==> config.mk <==
export PLATFORM = sky130hd
export DESIGN_NAME = min_max_normalize_to_byte
export DESIGN_NICKNAME = d
export VERILOG_FILES = /design/src/hw/rtl/mmn_pkg.sv /design/src/hw/rtl/mmn_front.sv /design/src/hw/rtl/mmn_queue.sv /design/src/hw/rtl/mmn_back.sv /design/src/hw/rtl/min_max_normalize_to_byte.sv
export SDC_FILE = /design/constraint.sdc
export NUM_CORES = 1
export LEC_CHECK = 0
export BUFFER_PORTS_ARGS = -buffer_cell sky130_fd_sc_hd__buf_2
export CORE_ASPECT_RATIO = 1.75
export CORE_MARGIN = 3
export CORE_UTILIZATION = 25
export DETAILED_ROUTE_END_ITERATION = 7
export PLACE_DENSITY_LB_ADDON = 0.05
export SLEW_MARGIN = 30
export SYNTH_ARGS = -nofsm -noshare
export SYNTH_HDL_FRONTEND = slang
export SYNTH_SLANG_ARGS = --single-unit
==> constraint.sdc <==
create_clock -name clk -period 5.13 [get_ports clk]
set_clock_uncertainty 0.05 [all_clocks]
set_input_delay 0.2565 -clock clk [delete_from_list [all_inputs] [get_ports clk]]
set_output_delay 0.2565 -clock clk [all_outputs]
set_load 0.005 [all_outputs]
==> src/hw/rtl/mmn_pkg.sv <==
// shared types and constants for the min-max normalise to byte block
// no dependencies; used by every module of the block
package mmn_pkg;

	// sample format: signed fixed point
	localparam int VALUE_WIDTH   = 32;
	localparam int FRACTION_BITS = 8;

	// difference width, two bits spare so that a negation cannot overflow
	localparam int DIFF_WIDTH = VALUE_WIDTH + 2;

	// gray level width and the divider that produces it
	localparam int QUO_BITS  = 8;
	localparam int CNT_WIDTH = $clog2(QUO_BITS);
	localparam int REM_WIDTH = DIFF_WIDTH + QUO_BITS;

	// decoupling queue between front and back
	localparam int QDEPTH = 2;
	localparam int QAW    = $clog2(QDEPTH);

	// sample kinds
	localparam logic KIND_MEASURE = 1'b0;
	localparam logic KIND_CONVERT = 1'b1;

	// gray limits
	localparam logic [QUO_BITS-1:0] GRAY_MIN = '0;
	localparam logic [QUO_BITS-1:0] GRAY_MAX = '1;

	// one convert job handed from front to back
	typedef struct packed {
		logic signed [DIFF_WIDTH-1:0] diff;   // value minus effective minimum
		logic signed [DIFF_WIDTH-1:0] span;   // effective maximum minus minimum
		logic                         equal;  // extremes coincide
	} job_t;

endpackage

==> src/hw/rtl/mmn_front.sv <==
// front part: accepts samples, tracks frame extremes, builds convert jobs
// depends on mmn_pkg
module mmn_front (
	input  logic                                    clk,
	input  logic                                    arst_n,
	input  logic                                    sample_valid,
	output logic                                    sample_ready,
	input  logic                                    kind,
	input  logic signed [mmn_pkg::VALUE_WIDTH-1:0]  value,
	input  logic                                    first_of_frame,
	input  logic                                    queue_full,
	output logic                                    push,
	output mmn_pkg::job_t                           job
);

	localparam int VW = mmn_pkg::VALUE_WIDTH;
	localparam int DW = mmn_pkg::DIFF_WIDTH;
	localparam logic signed [VW-1:0] MOST_POS = {1'b0, {(VW-1){1'b1}}};
	localparam logic signed [VW-1:0] MOST_NEG = {1'b1, {(VW-1){1'b0}}};
	localparam logic signed [VW-1:0] TOP =
		VW'(255) << mmn_pkg::FRACTION_BITS;

	logic signed [VW-1:0] min_q, max_q;
	logic signed [VW-1:0] lo_eff, hi_eff;
	logic                 in_byte;
	logic                 beat;

	// a measure beat is absorbed here, a convert beat is pushed; both wait while the queue is full
	assign sample_ready = !queue_full;
	assign beat         = sample_valid && sample_ready;
	assign push         = beat && (kind == mmn_pkg::KIND_CONVERT);

	// running extremes
	always_ff @(posedge clk or negedge arst_n) begin
		if (!arst_n) begin
			min_q <= MOST_POS;
			max_q <= MOST_NEG;
		end else if (beat && (kind == mmn_pkg::KIND_MEASURE)) begin
			if (first_of_frame) begin
				min_q <= value;
				max_q <= value;
			end else begin
				if (value < min_q) min_q <= value;
				if (value > max_q) max_q <= value;
			end
		end
	end

	// extremes inside the byte range fall back to the full 0..255 scale
	assign in_byte = (min_q >= 0) && (min_q <= TOP) && (max_q >= 0) && (max_q <= TOP);
	assign lo_eff  = in_byte ? '0  : min_q;
	assign hi_eff  = in_byte ? TOP : max_q;

	// job snapshot, so later measure beats cannot disturb it
	always_comb begin
		job.diff  = DW'(value) - DW'(lo_eff);
		job.span  = DW'(hi_eff) - DW'(lo_eff);
		job.equal = (hi_eff == lo_eff);
	end

endmodule

==> src/hw/rtl/mmn_queue.sv <==
// two-entry job queue that decouples front and back
// depends on mmn_pkg
module mmn_queue (
	input  logic          clk,
	input  logic          arst_n,
	input  logic          push,
	input  mmn_pkg::job_t push_job,
	input  logic          pop,
	output mmn_pkg::job_t head_job,
	output logic          full,
	output logic          empty
);

	localparam int QD = mmn_pkg::QDEPTH;
	localparam int QA = mmn_pkg::QAW;

	mmn_pkg::job_t        slot_q [QD];
	logic [QA-1:0]        wr_ptr_q, rd_ptr_q;
	logic [QA:0]          count_q;

	assign full     = (count_q == (QA+1)'(QD));
	assign empty    = (count_q == '0);
	assign head_job = slot_q[rd_ptr_q];

	// storage
	always_ff @(posedge clk) begin
		if (push) slot_q[wr_ptr_q] <= push_job;
	end

	// pointers and fill level
	always_ff @(posedge clk or negedge arst_n) begin
		if (!arst_n) begin
			wr_ptr_q <= '0;
			rd_ptr_q <= '0;
			count_q  <= '0;
		end else begin
			if (push) wr_ptr_q <= (wr_ptr_q == QA'(QD-1)) ? '0 : wr_ptr_q + 1'b1;
			if (pop)  rd_ptr_q <= (rd_ptr_q == QA'(QD-1)) ? '0 : rd_ptr_q + 1'b1;
			if (push && !pop)      count_q <= count_q + 1'b1;
			else if (pop && !push) count_q <= count_q - 1'b1;
		end
	end

endmodule

==> src/hw/rtl/mmn_back.sv <==
// back part: sign fix-up, clamping and restoring division to one gray byte
// depends on mmn_pkg
module mmn_back (
	input  logic                              clk,
	input  logic                              arst_n,
	input  logic                              queue_empty,
	input  mmn_pkg::job_t                     head_job,
	output logic                              pop,
	output logic [mmn_pkg::QUO_BITS-1:0]      gray,
	output logic                              gray_valid,
	input  logic                              gray_ready
);

	localparam int DW = mmn_pkg::DIFF_WIDTH;
	localparam int RW = mmn_pkg::REM_WIDTH;
	localparam int QB = mmn_pkg::QUO_BITS;
	localparam int CW = mmn_pkg::CNT_WIDTH;

	localparam logic [1:0] ST_IDLE  = 2'd0;
	localparam logic [1:0] ST_SETUP = 2'd1;
	localparam logic [1:0] ST_DIV   = 2'd2;

	logic [1:0]            state_q;
	logic signed [DW-1:0]  diff_q, span_q;
	logic                  equal_q;
	logic [RW-1:0]         rem_q, dsh_q;
	logic [QB-1:0]         quo_q;
	logic [CW-1:0]         cnt_q;
	logic [QB-1:0]         gray_q;
	logic                  valid_q;

	logic signed [DW-1:0]  diff_n, span_n;
	logic [RW-1:0]         diff_w, num, dsh_init;
	logic                  ge;
	logic [QB-1:0]         quo_next;

	// take a job only when the output register is free
	assign pop = (state_q == ST_IDLE) && !queue_empty && !valid_q;

	// make the span positive, carrying the sign into the numerator
	always_comb begin
		diff_n   = span_q[DW-1] ? -diff_q : diff_q;
		span_n   = span_q[DW-1] ? -span_q : span_q;
		diff_w   = RW'(unsigned'(diff_n));
		num      = (diff_w << QB) - diff_w;
		dsh_init = RW'(unsigned'(span_n)) << (QB-1);
	end

	// one restoring step
	assign ge       = (rem_q >= dsh_q);
	assign quo_next = {quo_q[QB-2:0], ge};

	// sequencer
	always_ff @(posedge clk or negedge arst_n) begin
		if (!arst_n) begin
			state_q <= ST_IDLE;
			valid_q <= 1'b0;
			cnt_q   <= '0;
		end else begin
			if (valid_q && gray_ready) valid_q <= 1'b0;
			case (state_q)
				ST_IDLE: begin
					if (pop) state_q <= ST_SETUP;
				end
				ST_SETUP: begin
					if (equal_q || diff_n <= 0 || diff_n >= span_n) begin
						valid_q <= 1'b1;
						state_q <= ST_IDLE;
					end else begin
						cnt_q   <= '0;
						state_q <= ST_DIV;
					end
				end
				ST_DIV: begin
					cnt_q <= cnt_q + 1'b1;
					if (cnt_q == CW'(QB-1)) begin
						valid_q <= 1'b1;
						state_q <= ST_IDLE;
					end
				end
				default: state_q <= ST_IDLE;
			endcase
		end
	end

	// datapath registers
	always_ff @(posedge clk) begin
		case (state_q)
			ST_IDLE: begin
				if (pop) begin
					diff_q  <= head_job.diff;
					span_q  <= head_job.span;
					equal_q <= head_job.equal;
				end
			end
			ST_SETUP: begin
				rem_q <= num;
				dsh_q <= dsh_init;
				quo_q <= '0;
				if (equal_q || diff_n <= 0) gray_q <= mmn_pkg::GRAY_MIN;
				else if (diff_n >= span_n)  gray_q <= mmn_pkg::GRAY_MAX;
			end
			ST_DIV: begin
				if (ge) rem_q <= rem_q - dsh_q;
				dsh_q <= dsh_q >> 1;
				quo_q <= quo_next;
				if (cnt_q == CW'(QB-1)) gray_q <= quo_next;
			end
			default: ;
		endcase
	end

	assign gray       = gray_q;
	assign gray_valid = valid_q;

endmodule

==> src/hw/rtl/min_max_normalize_to_byte.sv <==
// Min-max contrast stretch of signed Q24.8 samples to 8-bit gray. A measure
// sample (kind 0) updates the frame minimum and maximum, restarting them on
// first_of_frame, and is taken without producing any output beat. A convert
// sample (kind 1) is queued with a snapshot of the extremes and yields one
// gray beat, floor((v-min)*255/(max-min)) clamped to 0..255, with the range
// 0..255 used when both extremes lie inside it and 0 when they are equal.
// The back part works on one convert sample at a time (load, setup, eight
// restoring division steps, one bit per cycle) before the beat is offered;
// clamped cases finish after setup. The next job is loaded in the cycle after
// the beat is taken, so it never starts a job while a beat waits. A two-entry
// queue lets the front keep accepting samples while a division is running;
// while the queue is full every sample waits.
// depends on mmn_pkg, mmn_front, mmn_queue, mmn_back
module min_max_normalize_to_byte (
	input  logic                                    clk,
	input  logic                                    arst_n,
	input  logic                                    sample_valid,
	output logic                                    sample_ready,
	input  logic                                    kind,
	input  logic signed [mmn_pkg::VALUE_WIDTH-1:0]  value,
	input  logic                                    first_of_frame,
	output logic                                    gray_valid,
	input  logic                                    gray_ready,
	output logic [mmn_pkg::QUO_BITS-1:0]            gray
);

	logic          push, pop, full, empty;
	mmn_pkg::job_t push_job, head_job;

	// front: classification and extreme tracking
	mmn_front u_front (
		.clk            (clk),
		.arst_n         (arst_n),
		.sample_valid   (sample_valid),
		.sample_ready   (sample_ready),
		.kind           (kind),
		.value          (value),
		.first_of_frame (first_of_frame),
		.queue_full     (full),
		.push           (push),
		.job            (push_job)
	);

	// job queue
	mmn_queue u_queue (
		.clk      (clk),
		.arst_n   (arst_n),
		.push     (push),
		.push_job (push_job),
		.pop      (pop),
		.head_job (head_job),
		.full     (full),
		.empty    (empty)
	);

	// back: division and output register
	mmn_back u_back (
		.clk         (clk),
		.arst_n      (arst_n),
		.queue_empty (empty),
		.head_job    (head_job),
		.pop         (pop),
		.gray        (gray),
		.gray_valid  (gray_valid),
		.gray_ready  (gray_ready)
	);

endmodule

==> impl_metrics.toml, run 1 <==
[logic_synthesis]
yosysSeqAreaShare_pct = 42.7
netlist_instances = 2469
yosys_warnings = 0
async_flop_share_pct = 19.8
synth_cell_types = 78
ys.flop_type = "edfxtp_1"
synth_seq_cells = 373
syn_nets = 2747
synth-edff-count = 299
syn_avg_cell_area_um2 = 10.3
syn_area_mm2 = 0.0255

[timing]
worstMarginPinSlew_ns = 0.930
fmax_ghz = 0.186
slew_violations = 0
finalHoldViolCount = 0
setup_viol = 13
relSlewSlack_pct = 37.5
post-route-period-util_pct = 105
rsz0062_at_grt = "true"
setup_slack_ns = -0.247
min_period_ns = 5.38

[clock_tree]
clock_latency_ns = 0.60
clockBufferDepth = 3
tritoncts = "built"
clock_sinks = 373
cts.clk_slew.worst_paths_ns = 0.06
cts-buffers-inserted = 43
h-tree-depth = 2
ctsRootBufferMaster = "clkbuf_16"

[drt]
vias = 19700
vias_per_cell = 4.61
wl_mm = 78.9
drt_iter0_markers = 664
wl_per_cell_um = 18.5
antenna_left = 0
drc = 0
first_pass_iters = 4

[floorplan]
die_area_mm2 = 0.106
pin_count = 48
rows = 154
start_util_pct = 25.3
coreArea_mm2 = 0.101
fp.dieW_um = 247
die-height_um = 428

[finish]
final_common_cell = "buf_4"
drive_above_1_share_pct = 26.3
final_util_pct = 31.9
final_cell_mix = "buf_4, edfxtp_1, ha_1, inv_1, nand2_1"
area_growth_pct = 26.4
finalNonFillerCells = 4264
register_area_mm2 = 0.0109
multi_input_area_mm2 = 0.0138
nNetsFinal = 3181
nFillCells = 10400

[worst_setup_path]
crit_path_end_kind = "flop"
r2r_cells = 16
cp-start-kind = "flop"
cpPeakStageDelay_ns = 0.54
reg2reg_slack_ns = -0.25
reg2reg_from = "u_back.span_q[8]"
critical_path_arrival_ns = 5.60
crit_required_ns = 5.35
timing.rr.end = "u_back.gray[2]"
worstPathCellList = "or4_4 -> or2_4 -> or3_4 -> or4_4 -> or3_4 -> or4_4 -> or4b_4 -> ha_4 -> nand4_1 -> or2_4 -> o221ai_2 -> a31oi_1 -> xnor2_1 -> and4_4 -> and2_4 -> nor2_4"
critical_path_class = "flop to flop"
crit_slowest_cell = "or4_4"
crit_top_cell = "or4_4"
cp_max_fo = 8

[placement]
dp_cells = 4140
portBuffers = 47
gp_congestion = 0.810
place_ws_ns = -0.669
post-dp-hpwl_mm = 64.0

[flow_run]
maxCapViolCount = 0

[global_routing]
first_global_vias = 21000
gr-total-overflow = 0
antenna_found_initial = 1
grt_usage_pct = 14.9
grt_pass1_wl_mm = 122
grt_start_max_net_pins = 56

[min_path]
hold_class = "primary input to asynchronous set/reset pin"

[run_status]
violations = "setup timing"
status = "finished, violations left"
-- per-stage QoR --
stage / setup TNS (ns) / area, um^2 / hold WS [ns]
after floorplan: -0.124 / 25500 / -0.0891
after global placement: -13.63 / 30000 / 0.141
after global routing: -5.24 / 32200 / 0.0634
final: -2.72 / 32200 / 0.0689
after CTS: -3.28 / 32000 / 0.0221
after detailed placement: -14.58 / 30000 / 0.144
-- logic make-up after synthesis --
| logic type | synth area share (%) |
|---|---|
| AO/OA/AOI/OAI | 15.1 |
| XOR/XNOR | 6.64 |
| adder cells (fa/ha/maj) | 11.9 |
| buffers and inverters | 4.46 |
| flip-flops | 42.7 |
| multiplexers | 7.49 |
| other | 0.0295 |
| AND/OR/NAND/NOR | 11.7 |
-- area by class of cell --
class,instances,area share (%)
flip-flops and latches,373,33.8
repair buffers,474,11.1
well taps,1326,5.16
multi-input cells,1795,43.0
clock buffers,52,3.51
diodes,1,0.00778
clock inverters,27,0.902
inverters,216,2.52
-- Yosys cell counts, drive strengths merged (8+ instances only) --
cell,n,area share (%)
buf,10,0.17
mux2i,41,1.6
edfxtp,299,35
o211ai,13,0.38
a31oi,17,0.42
nand4,37,0.91
and3,12,0.29
a211oi,14,0.41
nor2,135,2.0
dfstp,32,3.3
clkbuf,75,1.1
o21ai,127,2.5
mux2,133,5.9
or4,17,0.56
nor2b,29,0.71
inv,215,3.2
nand2b,28,0.69
or3,18,0.46
and4,8,0.29
nand3,35,0.69
nand2,172,2.6
o31ai,28,0.83
dfrtp,42,4.1
a21boi,9,0.27
xor2,81,2.8
o21bai,21,0.62
a21o,96,2.8
nor4,28,0.69
o21a,26,0.77
a21oi,165,3.2
xnor2,112,3.9
ha,237,12
o41ai,21,0.90
nor3,33,0.65
or2,15,0.37
and2,10,0.25
-- critical path: cells and delay by family, from the launching register on --
kind / cells / cell delay [ns]
and+or+nand+nor: 12 / 3.88
xor gates and xnor gates: 1 / 0.15
DFF: 1 / 0.39
adders and majority gates: 1 / 0.28
AOI/OAI and AO/OA: 2 / 0.26
-- worst max-delay path by stage --
| stage | from | endpoint | slack, ns |
|---|---|---|---|
| final | u_back.span_q[8] | u_back.gray[2] | -0.25 |
| after global placement | u_front.min_q[16] | u_queue.slot_q[0][63] | -0.68 |
| after detailed placement | u_front.min_q[16] | u_queue.slot_q[1][63] | -0.67 |
| after floorplan | u_back.span_q[7] | u_back.gray[0] | -0.02 |
| after CTS | u_back.span_q[8] | u_back.gray[2] | -0.30 |
| after global routing | u_back.span_q[0] | u_back.gray[0] | -0.44 |
-- registers in the layout (all words and copies together) (netlist names) --
signal / count
u_back.rem_q: 42
u_front.max_q: 32
u_back.equal_q: 1
u_back.gray: 8
u_queue.slot_q: 134
u_queue.wr_ptr_q: 1
u_back.state_q: 2
u_queue.rd_ptr_q: 1
u_back.diff_q: 33
u_front.min_q: 32
u_back.dsh_q: 41
u_back.gray_valid: 1
u_queue.count_q: 2
u_back.span_q: 33
u_back.quo_q: 7
u_back.cnt_q: 3
-- repair_timing --
| item | CTS | global route |
|---|---|---|
| gates resized for setup | 27 | 39 |
| hold endpoints to repair | 88 | 0 |
| gates cloned | 0 | 0 |
| hold buffers | 36 | 0 |
| setup buffers | 4 | 4 |
| pin swaps | 6 | 12 |
| setup endpoints to repair | 52 | 43 |
-- per-layer routing --
layer | GRT usage [%] | routed length, um | up-vias | part of all wire, %
li1 | - | - | 9898 | -
met1 | 15.4 | 29600 | 9455 | 37
met2 | 29.6 | 44000 | 188 | 56
met3 | 1.41 | 1370 | 118 | 1.7
met4 | 6.83 | 4000 | 0 | 5.1
met5 | 0 | 0 | - | 0
Power of run 1 is not shown: default switching activity piles up to over one toggle a cycle in this logic, so the estimate is an artifact.
==> run 2, diff against run 1 <==
--- a/config.mk
+++ b/config.mk
@@ -10,6 +10,7 @@
 export CORE_MARGIN = 3
 export CORE_UTILIZATION = 25
 export DETAILED_ROUTE_END_ITERATION = 7
+export GPL_TIMING_DRIVEN = 0
 export PLACE_DENSITY_LB_ADDON = 0.05
 export SLEW_MARGIN = 30
 export SYNTH_ARGS = -nofsm -noshare
==> run 2 against run 1 <==
  * The run still ends with setup timing left
  * Utilization shrank 0.94 points
  * Register-to-register slack lost 0.56 ns
  * Final cell count down 5.4%
  * Final area is 2.9% lower
  * Critical path type unchanged
  * Clock-buffer cell count shrank 7
  * Critical endpoint is now u_back.gray[7]
  * Non-clock buffer count fell by 228
==> impl_metrics.toml, run 2 (synthesized netlist as in run 1, its figures left out) <==
[run_status]
status = "finished, violations left"
violations = "setup timing"

[clock_tree]
clock_sinks = 373
cts.clk_slew.worst_paths_ns = 0.07
clockBufferDepth = 3
clock_latency_ns = 0.60
tritoncts = "built"
ctsRootBufferMaster = "clkbuf_16"
cts-buffers-inserted = 42
h-tree-depth = 2

[drt]
wl_per_cell_um = 20.9
antenna_left = 0
wl_mm = 84.5
first_pass_iters = 5
vias_per_cell = 4.71
drc = 0
drt_iter0_markers = 806
vias = 19000

[floorplan]
coreArea_mm2 = 0.101
pin_count = 48
start_util_pct = 25.3
fp.dieW_um = 247
die_area_mm2 = 0.106
rows = 154
die-height_um = 428

[timing]
finalHoldViolCount = 0
setup_slack_ns = -0.808
worstMarginPinSlew_ns = 0.964
relSlewSlack_pct = 35.7
min_period_ns = 5.94
slew_violations = 0
fmax_ghz = 0.168
rsz0062_at_grt = "true"
post-route-period-util_pct = 116
setup_viol = 18

[placement]
place_ws_ns = -3.52
portBuffers = 47
post-dp-hpwl_mm = 67.8
gp_congestion = 0.827

[worst_setup_path]
critPathBufInv = 1
crit_path_end_kind = "flop"
cpPeakStageDelay_ns = 0.57
crit_required_ns = 5.38
crit_slowest_cell = "or4b_4"
critical_path_class = "flop to flop"
worstPathCellList = "or4_1 -> or2_4 -> or3_4 -> or4_4 -> or3_4 -> or4_4 -> or4b_4 -> ha_4 -> nand4_1 -> or2_4 -> nor3_4 -> nand4_1 -> and4_4 -> and2_4 -> nor2_4 -> buf_12"
cp-start-kind = "flop"
critical_path_arrival_ns = 6.19
cp_max_fo = 8
critPathTopFamily = "simple AND/OR/NAND/NOR gates"

[finish]
nFillCells = 10400
final_util_pct = 31.0
top_register = "u_queue.slot_q"
register_area_mm2 = 0.0109
area_growth_pct = 22.6
final_common_cell = "edfxtp_1"
multi_input_area_mm2 = 0.0146
largest_reg_flops = 134
nNetsFinal = 2952
top_regs = "u_queue.slot_q (134), u_back.rem_q (42), u_back.dsh_q (41)"
drive_above_1_share_pct = 20.9
final_cell_mix = "edfxtp_1, ha_1, inv_1, nand2_1, a21oi_1"

[flow_run]
maxCapViolCount = 0

[min_path]
hold_class = "primary input to flop"

[global_routing]
antenna_found_initial = 0
gr-total-overflow = 0
grt_start_max_net_pins = 60
first_global_vias = 20500
grt_pass1_wl_mm = 126
grt_usage_pct = 15.9
## run 2: cell types whose count changed in the layout (fill, tap and decap cells not counted), sizes merged
cell	previous run	this run
buf	438	144
dlygate4sd3	36	39
clkbuf	52	108
clkinv	17	20
clkinvlp	5	3
inv	217	220
## run 2: stage by stage
step	TNS (ns)	hold slack, ns	instance area [um^2]	instances
detailed placement	-232.26	0.0695	27800	3854
CTS	-12.34	0.0112	30800	4017
finish	-10.18	0.0689	31200	4033
floorplan	-0.124	-0.0891	25500	2469
global route	-11.52	0.0611	31200	4032
global placement	-505.04	0.399	27400	3842
## run 2: per-layer routing
metal / vias up / track usage [%] / routed length [um]
li1: 9443 / - / -
met1: 9139 / 15.2 / 29600
met2: 255 / 32.6 / 48800
met3: 143 / 1.52 / 1630
met4: 0 / 7.69 / 4410
met5: - / 0 / 0
## run 2: final timing paths
path / start / to / slack (ns) / cells after the start
min in group asynchronous: arst_n / u_back.cnt_q[0] / 0.55 / 3
max in group asynchronous: arst_n / u_front.min_q[31] / 3.41 / 4
hold / removal: kind / u_front.min_q[31] / 0.07 / 4
setup reg to reg: u_back.span_q[8] / u_back.gray[7] / -0.81 / 16
setup / recovery: u_back.span_q[8] / u_back.gray[7] / -0.81 / 16
hold reg to reg: u_queue.count_q[1] / u_queue.count_q[1] / 0.47 / 1
## run 2: what timing repair did
action / 4_1_cts / 5_1_grt
hold buffers: 39 / 0
endpoints found under the hold margin: 117 / 0
pin swaps: 49 / 39
endpoints found under the setup margin: 181 / 74
setup buffers: 54 / 22
gates resized for setup: 172 / 74
## run 2: tightest hold or removal path, delay by kind of cell
| kind | cells | cell delay (ns) |
|---|---|---|
| mux | 1 | 0.14 |
| simple gates | 1 | 0.12 |
| buf+inv | 1 | 0.09 |
| compound gates | 1 | 0.09 |
## run 2: final cells by class
cell class,count,share of cell area (%)
clock buffers,45,3.40
plain buffers,74,1.28
multi-input cells,1795,46.7
inverters,216,2.64
repair buffers,172,4.81
clock inverters,31,1.05
well taps,1326,5.31
diodes,1,0.00801
flip-flops and latches,373,34.8
Power of run 2 is left out for the same reason.
